## src/hw/rtl/reqrt_pkg.sv

```systemverilog
package reqrt_pkg;

   // queue geometry
   localparam int QUEUE_DEPTH   = 8;
   localparam int ADDRESS_BYTES = 5;
   localparam int PAYLOAD_WORDS = 4;

   // field widths
   localparam int BYTE_W      = 8;
   localparam int MODE_W      = 3;
   localparam int ADDR_W      = 40;
   localparam int LEN_W       = 6;
   localparam int WORD_W      = 64;
   localparam int SLOT_W      = 2;
   localparam int KIND_W      = 2;
   localparam int RTYPE_W     = 2;
   localparam int WIDX_W      = 2;
   localparam int COUNT_W     = 4;
   localparam int TICKS_W     = 16;
   localparam int CSR_INDEX_W = 2;

   localparam int MAX_LEN       = PAYLOAD_WORDS * BYTE_W;
   localparam int PAYLOAD_BYTES = PAYLOAD_WORDS * BYTE_W;

   localparam logic [ADDR_W-1:0] ADDR_MASK =
      ADDR_W'((64'd1 << (ADDRESS_BYTES * BYTE_W)) - 64'd1);

   localparam logic [TICKS_W-1:0] TICKS_RESET = 16'd100;

   // input modes
   localparam logic [MODE_W-1:0] MODE_STAGE  = 3'd0;
   localparam logic [MODE_W-1:0] MODE_DATA   = 3'd1;
   localparam logic [MODE_W-1:0] MODE_ACKED  = 3'd2;
   localparam logic [MODE_W-1:0] MODE_FAILED = 3'd3;
   localparam logic [MODE_W-1:0] MODE_TICK   = 3'd4;
   localparam logic [MODE_W-1:0] MODE_POP    = 3'd5;

   // result kinds
   localparam logic [KIND_W-1:0] KIND_STATUS = 2'd0;
   localparam logic [KIND_W-1:0] KIND_WORD   = 2'd1;
   localparam logic [KIND_W-1:0] KIND_EMPTY  = 2'd2;

   // record types
   localparam logic [RTYPE_W-1:0] REC_DATA        = 2'd0;
   localparam logic [RTYPE_W-1:0] REC_ACK_OK      = 2'd1;
   localparam logic [RTYPE_W-1:0] REC_ACK_TIMEOUT = 2'd2;
   localparam logic [RTYPE_W-1:0] REC_RSP_TIMEOUT = 2'd3;

   // register indexes
   localparam logic [CSR_INDEX_W-1:0] CSR_LISTEN  = 2'd0;
   localparam logic [CSR_INDEX_W-1:0] CSR_TIMEOUT = 2'd1;

   typedef struct packed {
      logic [RTYPE_W-1:0]                   rtype;
      logic [ADDR_W-1:0]                    addr;
      logic [LEN_W-1:0]                     len;
      logic [PAYLOAD_WORDS-1:0][WORD_W-1:0] words;
   } qrec_type;

   typedef struct packed {
      logic shift;
      logic load;
   } cell_ctl_type;

   typedef struct packed {
      logic arm;
      logic disarm;
      logic tick;
   } timer_ctl_type;

   typedef struct packed {
      logic armed;
      logic zero;
   } timer_stat_type;

endpackage

```

## src/hw/rtl/radio_event_queue_with_response_timeout.sv

```systemverilog
// Radio event queue with response timeout.
//
// req channel: one event per transaction. tuser carries the mode (stage word,
// data received, tx acked, tx failed, tick, pop); tdata the packet fields.
// rsp channel: results, registered. Every event other than a pop gives one status
// result in the cycle after acceptance; a pop of an empty queue gives one empty result,
// a pop of a non-empty queue gives PAYLOAD_WORDS record words, tlast on the final one.
// csr channel: register writes, always ready; write only while no event is in flight.
//
// Throughput: one event per cycle for all modes but pop while rsp_tready is high; a
// pop of a non-empty queue holds req_tready low while the word sequencer drains the
// popped record. Records sit in a chain of QUEUE_DEPTH cells that shift toward
// the head on a pop; a push loads the cell at the fill count.
// Reset: queue empty, timer disarmed, staging words zero, listen address zero,
// timeout 100 ticks.
// Stall: a result waits in the output register while rsp_tready is low and
// req_tready drops until it is taken.
module radio_event_queue_with_response_timeout import reqrt_pkg::*; (
   input  logic          clock,
   input  logic          reset,
   // req
   input  logic          req_tvalid,
   output logic          req_tready,
   input  logic [111:0]  req_tdata,  // peer_address[39:0], payload_length[45:40],
                                     // payload_word[109:46], word_slot[111:110]
   input  logic [MODE_W-1:0] req_tuser,  // mode[2:0]
   // rsp
   output logic          rsp_tvalid,
   input  logic          rsp_tready,
   output logic [127:0]  rsp_tdata,  // accepted[0], listen_request[1], timeout_fired[2],
                                     // record_type[4:3], record_address[44:5],
                                     // record_length[50:45], record_word[114:51],
                                     // record_word_index[116:115], queued_count[120:117]
   output logic [KIND_W-1:0] rsp_tuser,  // result_kind[1:0]
   output logic          rsp_tlast,
   // csr
   input  logic          csr_valid,
   output logic          csr_ready,
   input  logic [CSR_INDEX_W-1:0] csr_index,
   input  logic [ADDR_W-1:0]      csr_data
);

   localparam int RSP_DATA_W = 128;

   // configuration
   logic [ADDR_W-1:0]  listen_ff;
   logic [TICKS_W-1:0] ticks_ff;

   // queue control
   logic [COUNT_W-1:0] count_ff, count_in;
   logic [PAYLOAD_WORDS-1:0][WORD_W-1:0] staging_ff, staging_in;

   // pop sequencer
   logic               pop_active_ff, pop_active_in;
   logic [WIDX_W-1:0]  pop_idx_ff, pop_idx_in;
   qrec_type           pop_rec_ff, pop_rec_in;

   // output register
   logic                  rsp_valid_ff, rsp_valid_in;
   logic [RSP_DATA_W-1:0] rsp_data_ff, rsp_data_in;
   logic [KIND_W-1:0]     rsp_kind_ff, rsp_kind_in;
   logic                  rsp_last_ff, rsp_last_in;

   // decoded request
   logic [MODE_W-1:0] mode;
   logic [ADDR_W-1:0] peer;
   logic [LEN_W-1:0]  plen, sat_len;
   logic [WORD_W-1:0] pword;
   logic [SLOT_W-1:0] pslot;

   logic acc_in, free, full, fire_now, push_want, push, pop_go, pop_empty;
   qrec_type       new_rec;
   qrec_type       recs [QUEUE_DEPTH];
   cell_ctl_type   cell_ctl [QUEUE_DEPTH];
   timer_ctl_type  timer_ctl;
   timer_stat_type timer_stat;
   logic [PAYLOAD_BYTES-1:0][BYTE_W-1:0] masked_bytes;

   function automatic logic [RSP_DATA_W-1:0] pack_rsp(
      input logic               acc,
      input logic               lis,
      input logic               fired,
      input logic [RTYPE_W-1:0] rtype,
      input logic [ADDR_W-1:0]  addr,
      input logic [LEN_W-1:0]   len,
      input logic [WORD_W-1:0]  word,
      input logic [WIDX_W-1:0]  idx,
      input logic [COUNT_W-1:0] count
   );
      pack_rsp = RSP_DATA_W'({count, idx, word, len, addr, rtype, fired, lis, acc});
   endfunction

   assign mode  = req_tuser;
   assign peer  = req_tdata[39:0] & ADDR_MASK;
   assign plen  = req_tdata[45:40];
   assign pword = req_tdata[109:46];
   assign pslot = req_tdata[111:110];

   assign free       = !rsp_valid_ff || rsp_tready;
   assign req_tready = free && !pop_active_ff;
   assign acc_in     = req_tvalid && req_tready;
   assign csr_ready  = 1'b1;

   assign full      = (count_ff == COUNT_W'(QUEUE_DEPTH));
   assign fire_now  = (mode == MODE_TICK) && timer_stat.armed && timer_stat.zero;
   assign sat_len   = (plen > LEN_W'(MAX_LEN)) ? LEN_W'(MAX_LEN) : plen;
   assign pop_go    = acc_in && (mode == MODE_POP) && (count_ff != '0);
   assign pop_empty = (mode == MODE_POP) && (count_ff == '0);

   always_comb begin
      unique case (mode)
         MODE_DATA, MODE_ACKED, MODE_FAILED: push_want = 1'b1;
         MODE_TICK:                          push_want = fire_now;
         default:                            push_want = 1'b0;
      endcase
   end

   assign push = acc_in && push_want && !full;

   // bytes at or past the record length read as zero
   always_comb begin
      for (int b = 0; b < PAYLOAD_BYTES; b++) begin
         masked_bytes[b] = (LEN_W'(b) < sat_len) ?
                           staging_ff[b / BYTE_W][(b % BYTE_W) * BYTE_W +: BYTE_W] : '0;
      end
   end

   always_comb begin
      new_rec = '0;
      unique case (mode)
         MODE_DATA: begin
            new_rec.rtype = REC_DATA;
            new_rec.addr  = peer;
            new_rec.len   = sat_len;
            new_rec.words = masked_bytes;
         end
         MODE_ACKED: begin
            new_rec.rtype = REC_ACK_OK;
            new_rec.addr  = peer;
         end
         MODE_FAILED: begin
            new_rec.rtype = REC_ACK_TIMEOUT;
            new_rec.addr  = peer;
         end
         default: begin
            new_rec.rtype = REC_RSP_TIMEOUT;
            new_rec.addr  = listen_ff & ADDR_MASK;
         end
      endcase
   end

   // chain of record cells, cell 0 is the head
   for (genvar i = 0; i < QUEUE_DEPTH; i++) begin : g_cell
      qrec_type up_rec;
      if (i == QUEUE_DEPTH - 1) begin : g_end
         assign up_rec = '0;
      end else begin : g_mid
         assign up_rec = recs[i+1];
      end
      assign cell_ctl[i].shift = pop_go;
      assign cell_ctl[i].load  = push && (count_ff == COUNT_W'(i));
      reqrt_cell u_cell (
         .clock   (clock),
         .ctl     (cell_ctl[i]),
         .up_rec  (up_rec),
         .new_rec (new_rec),
         .rec     (recs[i])
      );
   end

   assign timer_ctl.arm    = push && (mode == MODE_ACKED);
   assign timer_ctl.disarm = push && (mode == MODE_DATA);
   assign timer_ctl.tick   = acc_in && (mode == MODE_TICK);

   reqrt_timer u_timer (
      .clock      (clock),
      .reset      (reset),
      .ctl        (timer_ctl),
      .load_ticks (ticks_ff),
      .stat       (timer_stat)
   );

   always_comb begin
      count_in = count_ff;
      if (push) begin
         count_in = count_ff + 1'b1;
      end else if (pop_go) begin
         count_in = count_ff - 1'b1;
      end
   end

   always_comb begin
      staging_in = staging_ff;
      if (acc_in && (mode == MODE_STAGE) &&
          ({1'b0, pslot} < (SLOT_W+1)'(PAYLOAD_WORDS))) begin
         staging_in[pslot] = pword;
      end
   end

   // output register and word sequencer
   always_comb begin
      rsp_valid_in  = rsp_valid_ff;
      rsp_data_in   = rsp_data_ff;
      rsp_kind_in   = rsp_kind_ff;
      rsp_last_in   = rsp_last_ff;
      pop_active_in = pop_active_ff;
      pop_idx_in    = pop_idx_ff;
      pop_rec_in    = pop_go ? recs[0] : pop_rec_ff;
      priority if (acc_in) begin
         rsp_valid_in = 1'b1;
         if (pop_go) begin
            rsp_kind_in   = KIND_WORD;
            rsp_data_in   = pack_rsp(1'b0, 1'b0, 1'b0, recs[0].rtype, recs[0].addr,
                                     recs[0].len, recs[0].words[0], '0, count_in);
            rsp_last_in   = (PAYLOAD_WORDS == 1);
            pop_active_in = (PAYLOAD_WORDS > 1);
            pop_idx_in    = WIDX_W'(1);
         end else if (pop_empty) begin
            rsp_kind_in = KIND_EMPTY;
            rsp_data_in = pack_rsp(1'b0, 1'b0, 1'b0, '0, '0, '0, '0, '0, count_in);
            rsp_last_in = 1'b1;
         end else begin
            rsp_kind_in = KIND_STATUS;
            rsp_data_in = pack_rsp(push, push && (mode == MODE_ACKED),
                                   acc_in && fire_now, '0, '0, '0, '0, '0, count_in);
            rsp_last_in = 1'b1;
         end
      end else if (pop_active_ff && free) begin
         rsp_valid_in  = 1'b1;
         rsp_kind_in   = KIND_WORD;
         rsp_data_in   = pack_rsp(1'b0, 1'b0, 1'b0, pop_rec_ff.rtype, pop_rec_ff.addr,
                                  pop_rec_ff.len, pop_rec_ff.words[pop_idx_ff],
                                  pop_idx_ff, count_ff);
         rsp_last_in   = (pop_idx_ff == WIDX_W'(PAYLOAD_WORDS - 1));
         pop_active_in = (pop_idx_ff != WIDX_W'(PAYLOAD_WORDS - 1));
         pop_idx_in    = pop_idx_ff + 1'b1;
      end else if (rsp_tready) begin
         rsp_valid_in = 1'b0;
      end
   end

   always_ff @(posedge clock) begin
      if (reset) begin
         listen_ff     <= '0;
         ticks_ff      <= TICKS_RESET;
         count_ff      <= '0;
         staging_ff    <= '0;
         pop_active_ff <= 1'b0;
         pop_idx_ff    <= '0;
         rsp_valid_ff  <= 1'b0;
      end else begin
         if (csr_valid && (csr_index == CSR_LISTEN)) begin
            listen_ff <= csr_data;
         end
         if (csr_valid && (csr_index == CSR_TIMEOUT)) begin
            ticks_ff <= csr_data[TICKS_W-1:0];
         end
         count_ff      <= count_in;
         staging_ff    <= staging_in;
         pop_active_ff <= pop_active_in;
         pop_idx_ff    <= pop_idx_in;
         rsp_valid_ff  <= rsp_valid_in;
      end
   end

   always_ff @(posedge clock) begin
      pop_rec_ff  <= pop_rec_in;
      rsp_data_ff <= rsp_data_in;
      rsp_kind_ff <= rsp_kind_in;
      rsp_last_ff <= rsp_last_in;
   end

   assign rsp_tvalid = rsp_valid_ff;
   assign rsp_tdata  = rsp_data_ff;
   assign rsp_tuser  = rsp_kind_ff;
   assign rsp_tlast  = rsp_last_ff;

   // a pop of a non-empty queue keeps the sequencer busy for the remaining words
   a_pop_busy: assert property (@(posedge clock) disable iff (reset)
      pop_go |=> pop_active_ff)
      else $error("pop sequencer not started");

   // fill count moves by at most one record per cycle and never passes the depth
   a_count_step: assert property (@(posedge clock) disable iff (reset)
      !$past(reset) |-> (count_ff <= COUNT_W'(QUEUE_DEPTH)) &&
         ((count_ff == $past(count_ff)) || (count_ff == $past(count_ff) + 1'b1) ||
          (count_ff == $past(count_ff) - 1'b1)))
      else $error("queue count out of step");

   // an expiring tick leaves the timer disarmed
   a_timer_expire: assert property (@(posedge clock) disable iff (reset)
      (acc_in && fire_now) |=> !timer_stat.armed)
      else $error("timer still armed after expiry");

endmodule

```

## src/hw/rtl/reqrt_cell.sv

```systemverilog
module reqrt_cell import reqrt_pkg::*; (
   input  logic         clock,
   input  cell_ctl_type ctl,
   input  qrec_type     up_rec,
   input  qrec_type     new_rec,
   output qrec_type     rec
);

   qrec_type rec_ff, rec_in;

   // shift toward the head on a pop, else take a new record when this is the tail slot
   always_comb begin
      rec_in = rec_ff;
      if (ctl.shift) begin
         rec_in = up_rec;
      end else if (ctl.load) begin
         rec_in = new_rec;
      end
   end

   always_ff @(posedge clock) begin
      rec_ff <= rec_in;
   end

   assign rec = rec_ff;

endmodule

```

## src/hw/rtl/reqrt_timer.sv

```systemverilog
module reqrt_timer import reqrt_pkg::*; (
   input  logic               clock,
   input  logic               reset,
   input  timer_ctl_type      ctl,
   input  logic [TICKS_W-1:0] load_ticks,
   output timer_stat_type     stat
);

   logic               armed_ff, armed_in;
   logic [TICKS_W-1:0] remaining_ff, remaining_in;

   always_comb begin
      armed_in     = armed_ff;
      remaining_in = remaining_ff;
      if (ctl.arm) begin
         armed_in     = 1'b1;
         remaining_in = load_ticks;
      end else if (ctl.disarm) begin
         armed_in = 1'b0;
      end else if (ctl.tick && armed_ff) begin
         if (remaining_ff == '0) begin
            armed_in = 1'b0;  // expired
         end else begin
            remaining_in = remaining_ff - 1'b1;
         end
      end
   end

   always_ff @(posedge clock) begin
      if (reset) begin
         armed_ff     <= 1'b0;
         remaining_ff <= '0;
      end else begin
         armed_ff     <= armed_in;
         remaining_ff <= remaining_in;
      end
   end

   assign stat.armed = armed_ff;
   assign stat.zero  = (remaining_ff == '0);

endmodule
```

## config.mk

```make
export PLATFORM = sky130hd
export DESIGN_NAME = radio_event_queue_with_response_timeout
export DESIGN_NICKNAME = d
export VERILOG_FILES = /design/src/hw/rtl/reqrt_pkg.sv /design/src/hw/rtl/radio_event_queue_with_response_timeout.sv /design/src/hw/rtl/reqrt_cell.sv /design/src/hw/rtl/reqrt_timer.sv
export SDC_FILE = /design/constraint.sdc
export NUM_CORES = 2
export LEC_CHECK = 0
export ABC_CLOCK_PERIOD_IN_PS = 61900
export CORE_ASPECT_RATIO = 0.7
export CORE_MARGIN = 5
export CORE_UTILIZATION = 60
export CTS_BUF_LIST = sky130_fd_sc_hd__clkbuf_4
export CTS_CLUSTER_DIAMETER = 30
export DETAILED_ROUTE_END_ITERATION = 8
export DONT_BUFFER_PORTS = 1
export MAX_ROUTING_LAYER = met4
export PLACE_DENSITY = 0.76
export SLEW_MARGIN = 0
export SYNTH_ARGS = -nofsm -noshare
export SYNTH_HDL_FRONTEND = slang
export SYNTH_SLANG_ARGS = --single-unit
export TNS_END_PERCENT = 100
```

## constraint.sdc

```tcl
create_clock -name clock -period 61.9 [get_ports clock]
set_clock_uncertainty 0.15 [all_clocks]
set_input_delay 12.38 -clock clock [delete_from_list [all_inputs] [get_ports clock]]
set_output_delay 12.38 -clock clock [all_outputs]
set_load 0.1 [all_outputs]
```

==> metrics.md <==
| Metric | Value |
|---|---|
| Status | complete, no violations |
| Top Usage Layer GRT | met2 |
| Post-synth EDFFs | 2556 |
| Comb power frac | 0.034 |
| WL final | between 300 and 400 mm |
| WL/cell | 21.53 um |
| Grt ovf | 0 |
| RSZ-0062 raised after global routing | no |
| Crit-path slowest cell | nor2b_1 |
| Clock latency on the worst-skew pair | 1360 ps |
| Pins Over Slew Limit | 0 |
| Top cells by count, synth | nand2_1, edfxtp_1, dfxtp_1 |
| Main area contributors after synthesis | edfxtp_1, nand2_1, dfxtp_1, a21o_1, o211ai_1 |
| Max-Cap Viols | 0 |
| GR Util met2 | 0.4337 |
| Req. time, crit path | 49370 ps |
| Finished Layout Cells | 14040 |
| Finished Cell Area | ~130000 um2 |
| Worst-Margin Slew | between 1000 and 1500 ps |
| CP bufs+invs | 0 |
| Internal power | roughly 3.3 mW |
| CTS tree | built |
| Final period util | 0.4211 |
| Clock power frac | 0.402 |
| I/O pin cnt | 296 |
| Starting density of the core | 0.6037 |
| Clk sink count | 3197 |
| Reg2Reg Setup Slack | between 50000 and 60000 ps |
| # hold bufs at CTS | 0 |
| DIE AREA | 212700 um2 |
| Iteration-0 DRC Markers | 10000 |
| Routed vias | 81650 |
| Largest net degree at the start of global routing | 340 |
| Antenna violations before repair | 8 |
| CP Max Fanout | 8 |
| Die height | 387.4 um |
| Post-DRT Antenna Nets | 0 |
| Count leader, synth | nand2_1 |
| Dpl cells | 12650 |
| M3 GR Usage | 0.06260 |
| Via density | 5.814 |
| Die width | 549.1 um |
| Detailed-placement wirelength estimate | 161.5 mm |
| Final #Nets | ~11000 |
| Achievable Freq | 0.03837 GHz |
| H-tree levels | 6 |
| Seq cells post-synth | 3197 |
| Relative slew slack | 0.01781 |
| Top cell family by delay on the critical path | simple AND/OR/NAND/NOR gates |
| DP Area | 124100 um2 |
| Gr usage total | 0.2884 |
| Area fraction of the dominant cell type after synthesis | 0.6288 |
| Post-CTS Setup Inserts | 0 |
| DRC violations left | 0 |
| Row cnt | between 100 and 150 |
| Drt first pass iters | 8 |
| CP arrival | 13530 ps |
| Sequential area share after synthesis | 0.7339 |
| Primary FF master, synth | edfxtp_1 |
| Net load switching power | 0.9842 mW |
| Async SR Flop Fraction | 0 |
| Post-Syn Area | between 100000 and 150000 um2 |
| Synth Instances | 10390 |
| Share of cells above drive strength 1 | 0.1320 |
| Slowest stage delay, CP | roughly 700 ps |
| Clock-pin slew on the worst setup and hold paths | 70 ps |
| Sum of negative setup slack | 0 ps |
| Critical path, cell by cell | nor2b_1 -> nor2_2 |
| Maximum buffer depth of the clock tree | 4 |
| WS Path Type | primary input to output port |
| # fillers | 14220 |
| Largest area contributor in the netlist | edfxtp_1 |
| Static leakage | approximately 56 nW |
| Sequential Area | roughly 90000 um2 |
| GR met1 Demand/Resource | 0.3861 |
| Startpoint Class | primary input |
| Hold WC Path Type | flip-flop to flip-flop |
| Seq pwr share | 0.564 |
| Worst setup EP type | output port |
| Final hold vios | 0 |
| Power Density | between 30 and 40 nW/um2 |
| Count of final setup violators | 0 |
| Number of library cell types mapped by synthesis | 65 |
| Placer Congestion | ~0.88 |
| Resize count post-CTS | 0 |
| Area Overhead vs Synth | 9.966% |
| First-pass GRT wire length | between 400 and 500 mm |
| CTS buffer count | 745 |
| Ys Warns | 0 |
| Peak VDD IR | ~0.015 mV |
| Switching Share | 0.2278 |
| Mean area per synthesized cell | 11.75 um2 |
| Port Buffer Count | 0 |
| Crit path time final | between 20000 and 30000 ps |
| Number of global-route vias before repair | 79550 |
| Clock root buffer | clkbuf_4 |
| Area of the multi-input gates | 30070 um2 |
| Total core area | 202200 um2 |
[cells by family (layout without fill, tap and decap cells)]
group | count (synthesis) | in the layout | synth area share
AND/OR/NAND/NOR | 5220 | 5220 | 0.1648
AO/OA/AOI/OAI | 1294 | 1294 | 0.06637
flip-flops | 3197 | 3197 | 0.7339
buffers and inverters | 590 | 1497 | 0.02135
XOR/XNOR | 10 | 10 | 0.0007175
other | 2 | 22 | 0.00006153
multiplexers | 66 | 66 | 0.01199
adder cells (fa/ha/maj) | 7 | 7 | 0.0007175
[through the flow]
| stage | setup WS [ps] | hold WS [ps] | total power, mW | utilization |
|---|---|---|---|---|
| 4_1_cts | 35820 | 199.4 | 4.346 | 0.6636 |
| 3_3_place_gp | 35860 | 250.5 | 2.622 | 0.6140 |
| 5_1_grt | 35760 | 222.5 | 4.487 | 0.6638 |
| 2_1_floorplan | 25750 | 250.3 | 2.598 | - |
| 3_5_place_dp | 35810 | 254.5 | 2.629 | 0.6140 |
| 6_report | 35840 | 215.1 | 4.321 | 0.6639 |
[power by group through the flow]
stage	sequential, mW	clock, mW	combinational (mW)
2_1_floorplan	2.50	0	0.0946
3_3_place_gp	2.48	0	0.140
3_5_place_dp	2.49	0	0.144
4_1_cts	2.44	1.76	0.145
5_1_grt	2.44	1.89	0.155
6_report	2.44	1.74	0.146
[area by class of cell]
class | instances | area share
antenna | 14 | 0.0002610
clock buffer | 1213 | 0.06784
clock inverter | 162 | 0.006879
inverter | 11 | 0.0003635
multi-input combinational | 6605 | 0.2240
sequential | 3197 | 0.6675
tap | 2730 | 0.02545
timing repair buffer | 111 | 0.007728
[layout by cell type, fill, tap and decap left out, drive strengths merged, types with 10 or more instances in the layout]
cell type  Yosys  final
clkinv         0    133
nand3        167    167
bufinv         0     11
nor2          72     72
diode          0     14
edfxtp      2556   2556
a211oi        11     11
a21o         293    293
o211ai       265    265
a311oi        10     10
mux4          64     64
a21oi        379    379
o21ai        313    313
clkbuf       261   1213
dfxtp        641    641
inv           11     25
nand2       4901   4901
buf          318    111
[registers in the layout, summed over array words and instances, names as in the netlist]
name                  cells
rsp_tdata               121
g_cell.u_cell.rec      2432
count_ff                  4
u_timer.remaining_ff     16
rsp_tlast                 1
pop_idx_ff                2
pop_rec_ff              304
ticks_ff                 16
listen_ff                40
rsp_tuser                 2
u_timer.armed_ff          1
staging_ff              256
rsp_tvalid                1
pop_active_ff             1
[routing by layer]
| layer | wire length [um] | part of all wire |
|---|---|---|
| met5 | 0 | 0 |
| met4 | 11980 | 0.040 |
| met3 | 33060 | 0.11 |
| met2 | 139700 | 0.46 |
| met1 | 117500 | 0.39 |
[final timing paths]
kind,startpoint,to,cells after the start
max,rsp_tready,req_tready,2
min,g_cell[0].u_cell.rec[234],pop_rec_ff[234],0
max reg2reg,rsp_tvalid,g_cell[1].u_cell.rec[144],13
min reg2reg,g_cell[0].u_cell.rec[234],pop_rec_ff[234],0
Note: power is estimated with default switching activity, not from simulation.
